File: src/rtl/core/cmvp_ram.sv
// Generic single-port-write, single-port-read RAM with a registered read.
// Parameters set word width and depth; depends on nothing.
module cmvp_ram #(
  parameter int unsigned WIDTH = 36,
  parameter int unsigned DEPTH = 64,
  localparam int unsigned ADDR_W = (DEPTH > 1) ? $clog2(DEPTH) : 1
) (
  input  logic              clk_i,
  input  logic              we_i,
  input  logic [ADDR_W-1:0] waddr_i,
  input  logic [WIDTH-1:0]  wdata_i,
  input  logic              re_i,
  input  logic [ADDR_W-1:0] raddr_i,
  output logic [WIDTH-1:0]  rdata_o
);

  logic [WIDTH-1:0] mem_q [DEPTH];
  logic [WIDTH-1:0] rdata_q;

  // Write port and registered read port.
  always_ff @(posedge clk_i) begin
    if (we_i) begin
      mem_q[waddr_i] <= wdata_i;
    end
    if (re_i) begin
      rdata_q <= mem_q[raddr_i];
    end
  end

  assign rdata_o = rdata_q;

endmodule

File: config.mk
export PLATFORM = sky130hd
export DESIGN_NAME = cmvp_ram
export DESIGN_NICKNAME = d
export VERILOG_FILES = /design/src/rtl/core/cmvp_ram.sv
export SDC_FILE = /design/constraint.sdc
export NUM_CORES = 2
export LEC_CHECK = 0
export BUFFER_PORTS_ARGS = -buffer_cell sky130_fd_sc_hd__buf_2
export CAP_MARGIN = 5
export CORE_MARGIN = 2
export CORE_UTILIZATION = 48
export CTS_BUF_LIST = sky130_fd_sc_hd__clkbuf_8 sky130_fd_sc_hd__clkbuf_16
export CTS_CLUSTER_DIAMETER = 50
export CTS_CLUSTER_SIZE = 28
export DETAILED_ROUTE_END_ITERATION = 16
export GPL_TIMING_DRIVEN = 1
export MAX_ROUTING_LAYER = met4
export SYNTH_ARGS = -nofsm -noshare
export SYNTH_HDL_FRONTEND = slang
export SYNTH_SLANG_ARGS = --single-unit
File: constraint.sdc
create_clock -name clk_i -period 7.2 [get_ports clk_i]
set_input_delay 2.16 -clock clk_i [delete_from_list [all_inputs] [get_ports clk_i]]
set_output_delay 2.16 -clock clk_i [all_outputs]
set_load 0.005 [all_outputs]
==> flow_summary_export.csv <==
group,metric,value,unit
finish,layout-drive-gt1-share,28.83,%
finish,fillers,13760,
placed_design,portBuffers,86,
synth,syn_nets,3831,
worst_setup_path,slowest_delay,1.05,ns
synth,synth_edf_count,2340,
global_route,grt_remaining_overflow,0,
synth,ys_seq_area_share,79.55,%
sta,timing.final.crit_share,68.00,%
worst_setup_path,required,7.91,ns
synth,synth_cell_types,36,
power_and_ir_drop,p_sw_share,22.91,%
synth,ys.warnings.count,0,
power_and_ir_drop,power_density,272.4,nW/µm²
finish,fin_cells,6610,
sta,rsz0062_at_grt,"false",
clock_network,cts_root_buf,"clkbuf_16",
placed_design,gp_congestion,0.8367,
power_and_ir_drop,peakVddDrop,247.1,µV
synth,syn-instance-count,3780,
routing,route.detailed.wl_per_inst,34.52,µm
routing,drt-initial-drc-count,5048,
clock_network,clock_tree.buffer_depth,3,
synth,synth_commonest_cells,"edfxtp_1 (2,340), mux4_2 (556), o22ai_1 (123)",
placed_design,dp_hpwl,132.3,mm
floorplan,die_w,433.0,µm
synth,ys_seq_elements,2340,
worst_setup_path,critPathMostFrequentCell,"buf_4",
synth,syn_area,88330,µm²
sta,max_freq,0.2043,GHz
floorplan,start_util,48.30,%
sta,max_slew_margin,6.686,%
clock_network,cts_tree,"yes",
finish,area_delta_synth_final,11.85,%
finish,final_nets,4029,
sta,fin_skew,0.02595,ns
floorplan,io-pin-count,87,
routing,routed_via_density,6.284,
power_and_ir_drop,seqPwrFrac,56.3,%
sta,final-setup-viol-count,0,
placed_design,dp.cells,6268,
synth,synth.avg_cell_area,23.37,µm²
sta,fin_ws,2.304,ns
routing,antenna_left,0,
worst_setup_path,cp_slowest_cell,"nor4_1",
global_route,grtUsageTotal,25.35,%
power_and_ir_drop,combPwrFrac,4.9,%
worst_setup_path,worst_ep_arrival_time,5.60,ns
routing,drt_pass1_iterations,6,
synth,synthFlopType,"edfxtp_1",
flow_run,cap_violations,0,
floorplan,core_region_area,182900,µm²
global_route,grt_pass1_wl,321.5,mm
synth,yosysTopAreaCellShare,79.55,%
run_status,status,"finished, final reports clean",
worst_setup_path,path_max_fanout,25,
clock_network,cts_setup_buffers,0,
sta,min_period,4.896,ns
power_and_ir_drop,p_sw,0.006165,W
hold_path,min_path_type,"reg -> reg",
global_route,grt_pass1_vias,41570,
floorplan,rows,157,
sta,slew_viol_final,0,
routing,vias,41540,
synth,synth_largest_area_cell,"edfxtp_1",
placed_design,place_ws,1.525,ns
synth,synth_most_common_cell,"edfxtp_1",
sta,whs,0.9296,ns
clock_network,clkTransAtPathRegs,0.09,ns
clock_network,numClockSinks,2340,
sta,tightest_slew,1.387,ns
global_route,antenna_found_initial,12,
worst_setup_path,path_cells,"buf_2 > nand2b_1 > buf_4 > o22ai_1 > nor4_1 > buf_4 > o22a_1",
synth,synth_async_sr_flop_share,0,%
sta,setup_tns,0,ns
power_and_ir_drop,internal_power,0.02074,W
floorplan,die-area,187500,µm²
worst_setup_path,crit_type,"in -> reg",
clock_network,ctsResizeCount,0,
routing,route.final.wire_length,228.2,mm
sta,hold_viol,0,
worst_setup_path,end_kind,"flop",
clock_network,cts-htree-levels,4,
synth,synthTopCellsByArea,"edfxtp_1 (80%), mux4_2 (14%), o22ai_1 (0.87%)",
routing,drc_errors,0,
power_and_ir_drop,clockPowerShare,38.8,%
floorplan,die_h,433.0,µm
finish,fin_util,54.02,%
clock_network,cts_hold_buf,0,
clock_network,clkLatencyLatePin,0.83,ns
worst_setup_path,startpoint_type,"input pin",
global_route,grt_max_degree,110,
clock_network,cts_buffers,172,
power_and_ir_drop,leakage,30.18,nW
metrics by stage:
stage               instance area, µm²  power (W)
global route                     98770    0.02764
detailed placement               92610    0.01680
global placement                 92590    0.01678
finish                           98800    0.02691
floorplan                        88330    0.01613
CTS                              98750    0.02709
routing by layer:
metal  up-vias  share of wire (%)  track usage (%)  wire (µm)
met3       323                6.8            3.823      15630
met4         0                3.9            8.426       8999
met5         -                  0                -          0
li1      16770                  -                -          -
met1     22780                 40            34.33      92040
met2      1668                 49            39.91     111500
registers in the layout, indices dropped and copies added (netlist names):
| name | cells |
|---|---|
| mem_q | 2304 |
| rdata_o | 36 |
logic make-up after synthesis:
group                  after synthesis  share of synthesized area (%)
AO/OA/AOI/OAI                      316                          2.591
buffers and inverters              212                          1.234
flip-flops                        2340                          79.55
multiplexers                       634                          15.07
AND/OR/NAND/NOR                    278                          1.558
worst paths after layout:
path / end / slack, ns / depth (start not counted) / startpoint
setup / recovery: rdata_o[15] / 2.30 / 7 / raddr_i[4]
hold / removal: rdata_o[3] / 0.93 / 4 / mem_q[52][3]
setup reg to reg: rdata_o[15] / 4.87 / 5 / mem_q[9][15]
hold reg to reg: rdata_o[3] / 0.93 / 4 / mem_q[52][3]
worst max-delay path: cells and delay by family:
kind                   cells  cell delay, ns
AOI/OAI and AO/OA          2            0.21
buffers and inverters      3            1.15
and+or+nand+nor            2            2.03
placed cells by master, fill, tap and decap left out, types with 28 or more instances in the layout:
cell       count
a211oi_1      42
a22oi_1       76
buf_2         83
buf_4        135
clkbuf_16    173
edfxtp_1    2340
inv_6         28
inv_8         31
mux2i_1       71
mux4_2       556
nand2_1       28
nand3_1       45
nor2_1        37
nor2_4        62
nor2b_1       31
o221ai_1      34
o22ai_1      123
cell type report:
type	count	area (µm²)	share of cell area (%)
flip-flops and latches	2340	70270	71.12
repair buffers	236	1774	1.796
clock inverters	151	1817	1.839
clock buffers	173	4329	4.382
diodes	18	45.04	0.04559
well taps	2464	3083	3.120
multi-input cells	1228	17480	17.70
power by group through the flow:
stage	Combinational, W	Clock (W)	Sequential (W)
2_1_floorplan	0.000704	0	0.0154
3_3_place_gp	0.00131	0	0.0155
3_5_place_dp	0.00133	0	0.0155
4_1_cts	0.00133	0.0106	0.0152
5_1_grt	0.00139	0.0111	0.0152
6_report	0.00131	0.0104	0.0152
Note: power is estimated with default switching activity, not from simulation.
