**src/rtl/core/cmvp_pkg.sv**
```systemverilog
// Package for the complex matrix-vector product block.
// Holds default sizes, command and register codes, and the stage control type.
// Depends on nothing; used by cmvp_mac and the top level.
package cmvp_pkg;

  // Default sizes handed to the top level parameters.
  localparam int unsigned MAX_DIM_DEF    = 64;
  localparam int unsigned DATA_WIDTH_DEF = 18;

  // Item commands.
  localparam logic CMD_VEC_WRITE = 1'b0;
  localparam logic CMD_MATRIX    = 1'b1;

  // Register word indexes on the configuration port.
  localparam logic REG_SIZE_IN_USE = 1'b0;

  // Control that travels with a matrix entry down the pipeline.
  typedef struct packed {
    logic valid;     // entry is in range and takes part in the sum
    logic first;     // column 0: restart the sum
    logic last;      // last column in use: emit the row sum
    logic last_row;  // row is the final row in use
  } ctrl_t;

endpackage

```
**src/rtl/core/cmvp_mac.sv**
```systemverilog
// Complex multiply-accumulate datapath: products, running sum, scaling and saturation.
// Depends on cmvp_pkg for the stage control type.
module cmvp_mac #(
  parameter int unsigned DATA_WIDTH = cmvp_pkg::DATA_WIDTH_DEF,
  parameter int unsigned ROW_W      = 6
) (
  input  logic                         clk_i,
  input  logic                         rst_ni,
  input  cmvp_pkg::ctrl_t              ctrl_i,
  input  logic [ROW_W-1:0]             row_i,
  input  logic signed [DATA_WIDTH-1:0] a_re_i,
  input  logic signed [DATA_WIDTH-1:0] a_im_i,
  input  logic signed [DATA_WIDTH-1:0] v_re_i,
  input  logic signed [DATA_WIDTH-1:0] v_im_i,
  output logic                         done_o,
  output logic [ROW_W-1:0]             out_row_o,
  output logic signed [DATA_WIDTH-1:0] out_real_o,
  output logic signed [DATA_WIDTH-1:0] out_imag_o,
  output logic                         last_row_o
);

  localparam int unsigned PROD_W = 2 * DATA_WIDTH;
  localparam int unsigned ACC_W  = PROD_W + 1 + ROW_W;
  localparam int unsigned FRAC   = DATA_WIDTH - 2;
  // Bits of the sum that must all match the sign for the scaled value to fit.
  localparam int unsigned TOP_LO = DATA_WIDTH - 1 + FRAC;

  // Product stage.
  cmvp_pkg::ctrl_t         s2_q;
  logic [ROW_W-1:0]        s2_row_q;
  logic signed [PROD_W-1:0] p_rr_q, p_ii_q, p_ri_q, p_ir_q;

  // Accumulate stage.
  cmvp_pkg::ctrl_t         s3_q;
  logic [ROW_W-1:0]        s3_row_q;
  logic signed [ACC_W-1:0] acc_re_q, acc_im_q, acc_re_d, acc_im_d;

  // Result registers.
  logic                          done_q;
  logic [ROW_W-1:0]              out_row_q;
  logic signed [DATA_WIDTH-1:0]  out_re_q, out_im_q, out_re_d, out_im_d;
  logic                          last_row_q;

  // Four partial products of the complex multiply, registered.
  always_ff @(posedge clk_i) begin
    p_rr_q   <= PROD_W'(a_re_i * v_re_i);
    p_ii_q   <= PROD_W'(a_im_i * v_im_i);
    p_ri_q   <= PROD_W'(a_re_i * v_im_i);
    p_ir_q   <= PROD_W'(a_im_i * v_re_i);
    s2_row_q <= row_i;
    s3_row_q <= s2_row_q;
  end

  // Next running sum: column 0 restarts it, other columns add to it.
  always_comb begin
    logic signed [ACC_W-1:0] base_re;
    logic signed [ACC_W-1:0] base_im;
    base_re  = s2_q.first ? '0 : acc_re_q;
    base_im  = s2_q.first ? '0 : acc_im_q;
    acc_re_d = base_re + ACC_W'(p_rr_q) - ACC_W'(p_ii_q);
    acc_im_d = base_im + ACC_W'(p_ri_q) + ACC_W'(p_ir_q);
  end

  // Shift down by the fraction width and saturate to the data range.
  always_comb begin
    logic [ACC_W-TOP_LO-1:0] top_re;
    logic [ACC_W-TOP_LO-1:0] top_im;
    top_re = acc_re_q[ACC_W-1:TOP_LO];
    top_im = acc_im_q[ACC_W-1:TOP_LO];
    if ((&top_re) || !(|top_re)) begin
      out_re_d = acc_re_q[TOP_LO:FRAC];
    end else begin
      out_re_d = {acc_re_q[ACC_W-1], {(DATA_WIDTH-1){~acc_re_q[ACC_W-1]}}};
    end
    if ((&top_im) || !(|top_im)) begin
      out_im_d = acc_im_q[TOP_LO:FRAC];
    end else begin
      out_im_d = {acc_im_q[ACC_W-1], {(DATA_WIDTH-1){~acc_im_q[ACC_W-1]}}};
    end
  end

  // Stage control, running sum and result strobe.
  always_ff @(posedge clk_i or negedge rst_ni) begin
    if (!rst_ni) begin
      s2_q     <= '0;
      s3_q     <= '0;
      acc_re_q <= '0;
      acc_im_q <= '0;
      done_q   <= 1'b0;
    end else begin
      s2_q   <= ctrl_i;
      s3_q   <= s2_q;
      done_q <= s3_q.valid && s3_q.last;
      if (s2_q.valid) begin
        acc_re_q <= acc_re_d;
        acc_im_q <= acc_im_d;
      end
    end
  end

  // Result payload, loaded when a row sum completes.
  always_ff @(posedge clk_i) begin
    if (s3_q.valid && s3_q.last) begin
      out_row_q  <= s3_row_q;
      out_re_q   <= out_re_d;
      out_im_q   <= out_im_d;
      last_row_q <= s3_q.last_row;
    end
  end

  assign done_o     = done_q;
  assign out_row_o  = out_row_q;
  assign out_real_o = out_re_q;
  assign out_imag_o = out_im_q;
  assign last_row_o = last_row_q;

  // The sum only moves when an in-range entry reaches the accumulate stage.
  a_acc_hold: assert property (@(posedge clk_i) disable iff (!rst_ni)
    !s2_q.valid |=> $stable(acc_re_q) && $stable(acc_im_q))
    else $error("accumulator changed without an entry");

  // A result strobe comes only in the cycle after a completed last-column sum.
  a_done_src: assert property (@(posedge clk_i) disable iff (!rst_ni)
    done_o |-> $past(s3_q.valid && s3_q.last))
    else $error("result strobe without a completed row");

endmodule

```
**config.mk**
```make
export PLATFORM = sky130hd
export DESIGN_NAME = cmvp_mac
export DESIGN_NICKNAME = d
export VERILOG_FILES = /design/src/rtl/core/cmvp_pkg.sv /design/src/rtl/core/cmvp_mac.sv
export SDC_FILE = /design/constraint.sdc
export NUM_CORES = 2
export LEC_CHECK = 0
export ABC_AREA = 1
export BUFFER_PORTS_ARGS = -buffer_cell sky130_fd_sc_hd__clkbuf_2
export CAP_MARGIN = 5
export CORE_ASPECT_RATIO = 1.2
export CORE_MARGIN = 2
export CORE_UTILIZATION = 35
export CTS_CLUSTER_DIAMETER = 150
export DETAILED_ROUTE_END_ITERATION = 10
export GPL_ROUTABILITY_DRIVEN = 0
export GPL_TIMING_DRIVEN = 0
export SYNTH_ARGS = -nofsm -noshare
export SYNTH_HDL_FRONTEND = slang
export SYNTH_SLANG_ARGS = --single-unit
```
**constraint.sdc**
```tcl
create_clock -name clk_i -period 2.8 [get_ports clk_i]
set_clock_uncertainty 0.1 [all_clocks]
set_input_delay 0.56 -clock clk_i [delete_from_list [all_inputs] [get_ports clk_i]]
set_output_delay 0.56 -clock clk_i [all_outputs]
set_load 0.02 [all_outputs]
```
==> flow_summary.json <==
{
  "drive_gt1_share_pct": 22.3,
  "cpPeakStageDelay_ps": 570,
  "grt_pass1_vias": 65300,
  "postSynthCellCount": 9176,
  "period_minus_slack_ps": 5520,
  "synth_fp_nets": 11100,
  "worstSetupEndpointType": "register",
  "io_pins": 128,
  "maxSlewViolCount": 0,
  "crit_type": "input port to register",
  "cts_buffer_depth": 3,
  "setup_viol": 209,
  "clock_sinks": 293,
  "yosysSeqAreaShare_pct": 9.77,
  "cp_top_family": "adder cells",
  "wl_per_cell_um": 22.6,
  "gr-total-overflow": 0,
  "dieWidth_um": 410,
  "dieArea_sq_um": 202000,
  "fmax_mhz": 181,
  "maxSlewHeadroom_pct": 23.0,
  "tightest_slew_ps": 1160,
  "root_buffer": "clkbuf_16",
  "dr.pass1.iters": 8,
  "core-area_sq_um": 196000,
  "ys.flop_type": "dfxtp_1",
  "place_ws_ps": -4470,
  "final_antenna_net_count": 0,
  "rsz0062_at_grt": "true",
  "outcome": "complete, but fails checks",
  "ys_ff_latch": 293,
  "clkLatencyLatePin_ps": 630,
  "period_share_pct": 197,
  "critical-path-slowest-cell": "fa_1",
  "worstPathRequired_ps": 3180,
  "finalWirelength_mm": 282,
  "cp.arrival_ps": 5900,
  "die_h_um": 491,
  "cts_tree": "built",
  "syn_avg_cell_area_sq_um": 7.55,
  "setup_slack_ps": -2720,
  "crit_chain": "clkbuf_16, clkbuf_16, nand2_1, inv_1, fa_1, inv_1, fa_2, fa_1, inv_2, fa_2, fa_1, inv_1, fa_1, inv_2, ha_4, nand2_1, nand2_2, a21oi_4, inv_2, a21oi_4, o211ai_1, xor2_2",
  "clk_pin_slew_worst_paths_ps": 70,
  "synth_edf_count": 43,
  "cp_common_cell": "fa_1",
  "violations": "setup timing",
  "drv_cap": 0,
  "rows": 178,
  "path_buf_inv": 8,
  "nets": 11800,
  "synth.distinct_cells": 47,
  "ys_warn_count": 0,
  "grt_pass1_wl_mm": 409,
  "synthArstFlopShare_pct": 32.1,
  "routed_via_density": 5.02,
  "antenna_found_initial": 39,
  "grt_max_degree": 78,
  "start_kind": "input port",
  "multi_input_area_sq_um": 56900,
  "cp_max_fo": 6,
  "dp_hpwl_mm": 223,
  "cts_buffers": 31,
  "portBuffers": 55,
  "htreeDepth": 1,
  "fillCellCount": 18800,
  "ff_latch_area_sq_um": 6770,
  "track_usage_pct": 27.5,
  "drt-initial-drc-count": 5535,
  "hold_viol_final": 0,
  "setup_tns_ps": -333890,
  "area_delta_synth_final_pct": 30.3,
  "drc": 0,
  "synth_area_sq_um": 69300,
  "initial_core_util_pct": 35.3,
  "hold_class": "input port to register",
  "via_count": 62500
}
-- per-stage QoR --
step | hold WS, ps | utilization (%) | instances | cell area (sq um)
after detailed placement | 214 | 39.7 | 11800 | 78000
final | 225 | 46.0 | 12500 | 90300
after global routing | 192 | 46.0 | 12400 | 90300
after floorplan | 164 | - | 9176 | 74400
after CTS | 156 | 44.6 | 12300 | 87700
after global placement | 214 | 39.7 | 11800 | 77900
-- flip-flops by register name, indices dropped and copies added, names as in the netlist --
signal,count
s3_row_q,6
out_imag_o,18
p_ri_q,36
done_o,1
out_row_o,6
acc_re_q,43
s2_row_q,6
out_real_o,18
acc_im_q,43
last_row_o,1
s2_q,4
p_ir_q,36
p_rr_q,36
p_ii_q,36
s3_q,3
-- Yosys cell counts (5+ instances only) --
master	n	area, sq um
a21boi_0	8	60.1
a21o_1	14	105
a21oi_1	164	821
a21oi_2	10	87.6
a31oi_1	11	68.8
and3_1	6	37.5
clkbuf_1	311	1170
clkinv_1	6	22.5
dfrtp_1	94	2350
dfxtp_1	156	3120
edfxtp_1	43	1290
fa_1	1401	28000
ha_1	458	5730
inv_1	2813	10600
inv_2	6	22.5
nand2_1	2545	9550
nand2_2	29	181
nand3_1	202	1010
nand3_2	14	140
nand3b_1	25	188
nand4_1	59	369
nor2_1	395	1480
nor2_2	24	150
nor3_1	18	90.1
nor3_2	6	60.1
nor4_1	6	37.5
o211ai_1	5	37.5
o21a_1	8	60.1
o21ai_0	99	495
o21ai_1	33	165
o21ai_2	6	52.6
o21bai_1	17	128
or2_2	6	37.5
xnor2_1	57	499
xor2_1	94	823
-- final cells by class --
cell class / count / share of cell area (%)
inverters: 2825 / 11.8
clock buffers: 36 / 0.974
diodes: 6 / 0.0166
clock inverters: 21 / 0.208
plain buffers: 319 / 6.78
repair buffers: 604 / 6.02
flip-flops and latches: 293 / 7.49
multi-input cells: 5737 / 63.1
well taps: 2610 / 3.62
-- cells in the final DEF (no fill, tap or decap), types with 17 or more instances in the layout --
cell / n
buf_12: 40
o21ai_1: 40
nand2_1: 2292
fa_1: 1265
xor2_2: 17
nand3_1: 169
buf_4: 398
xnor2_1: 50
dfxtp_1: 156
buf_6: 77
inv_2: 221
nor2_1: 261
o21ai_0: 61
inv_1: 2577
nand2_2: 156
ha_4: 123
clkbuf_8: 85
a21oi_4: 52
nor2_2: 77
nand4_1: 59
xor2_1: 53
a21oi_2: 59
edfxtp_1: 43
fa_2: 136
clkbuf_2: 63
o21ai_2: 28
nor2_4: 85
clkbuf_16: 227
nand3b_1: 25
nand3_2: 34
buf_8: 19
clkbuf_1: 21
xor2_4: 24
ha_1: 334
a21oi_1: 63
dfrtp_1: 94
nand2_4: 120
-- worst register-to-register path, cell delays in order (launching register included) --
cell and delay [ps]:
dfrtp_1 350, buf_2 250, clkinv_1 510, clkbuf_2 390, nand2_1 120, fa_1 410, inv_1 70, ha_1 290
nand2_1 190, inv_1 60, nand2_1 60, nand2_1 120, a21oi_1 460, nor2_1 90, nor2_1 150, nand3b_1 90
nand3_1 110, nand2_1 70
-- worst paths after layout --
path                       cells after the start  slack, ps                       end                start
max reg2reg                                   17      -1200  acc_re_q[27]$_DFFE_PN0P_    s2_q[2]$_DFF_PN0_
min                                            3        230         p_rr_q[0]$_DFF_P_            v_re_i[0]
max in group asynchronous                      3       1580  acc_re_q[13]$_DFFE_PN0P_               rst_ni
max                                           22      -2720        p_ri_q[26]$_DFF_P_            v_im_i[3]
min in group asynchronous                      2        290  acc_im_q[30]$_DFFE_PN0P_               rst_ni
min reg2reg                                    0        230       s3_row_q[1]$_DFF_P_  s2_row_q[1]$_DFF_P_
-- logic make-up (layout without fill, tap and decap cells) --
| logic type | count (synthesis) | after routing | synth area share [%] |
|---|---|---|---|
| and+or+nand+nor | 3346 | 3346 | 19.4 |
| buffers and inverters | 3146 | 3805 | 17.1 |
| adders and majority gates | 1859 | 1859 | 48.8 |
| AOI/OAI and AO/OA | 381 | 381 | 3.08 |
| DFF | 293 | 293 | 9.77 |
| xor gates and xnor gates | 151 | 151 | 1.91 |
| other | 0 | 6 | 0 |
-- metal layers --
layer / share of wire (%) / GRT usage [%]
met1: 35 / 31.9
met2: 45 / 43.8
met3: 11 / 7.40
met4: 9.4 / 20.1
met5: 0.049 / 0
-- timing repair --
item / 4_1_cts / 5_1_grt
cloned: 16 / 2
buffers inserted: 383 / 140
hold buffers: 11 / 0
endpoints found under the setup margin: 212 / 210
gates resized for setup: 1027 / 416
hold endpoints to repair: 29 / 0
pin swaps: 399 / 431
Power is not shown: default switching activity piles up to over one toggle a cycle in this logic, so the estimate is an artifact.
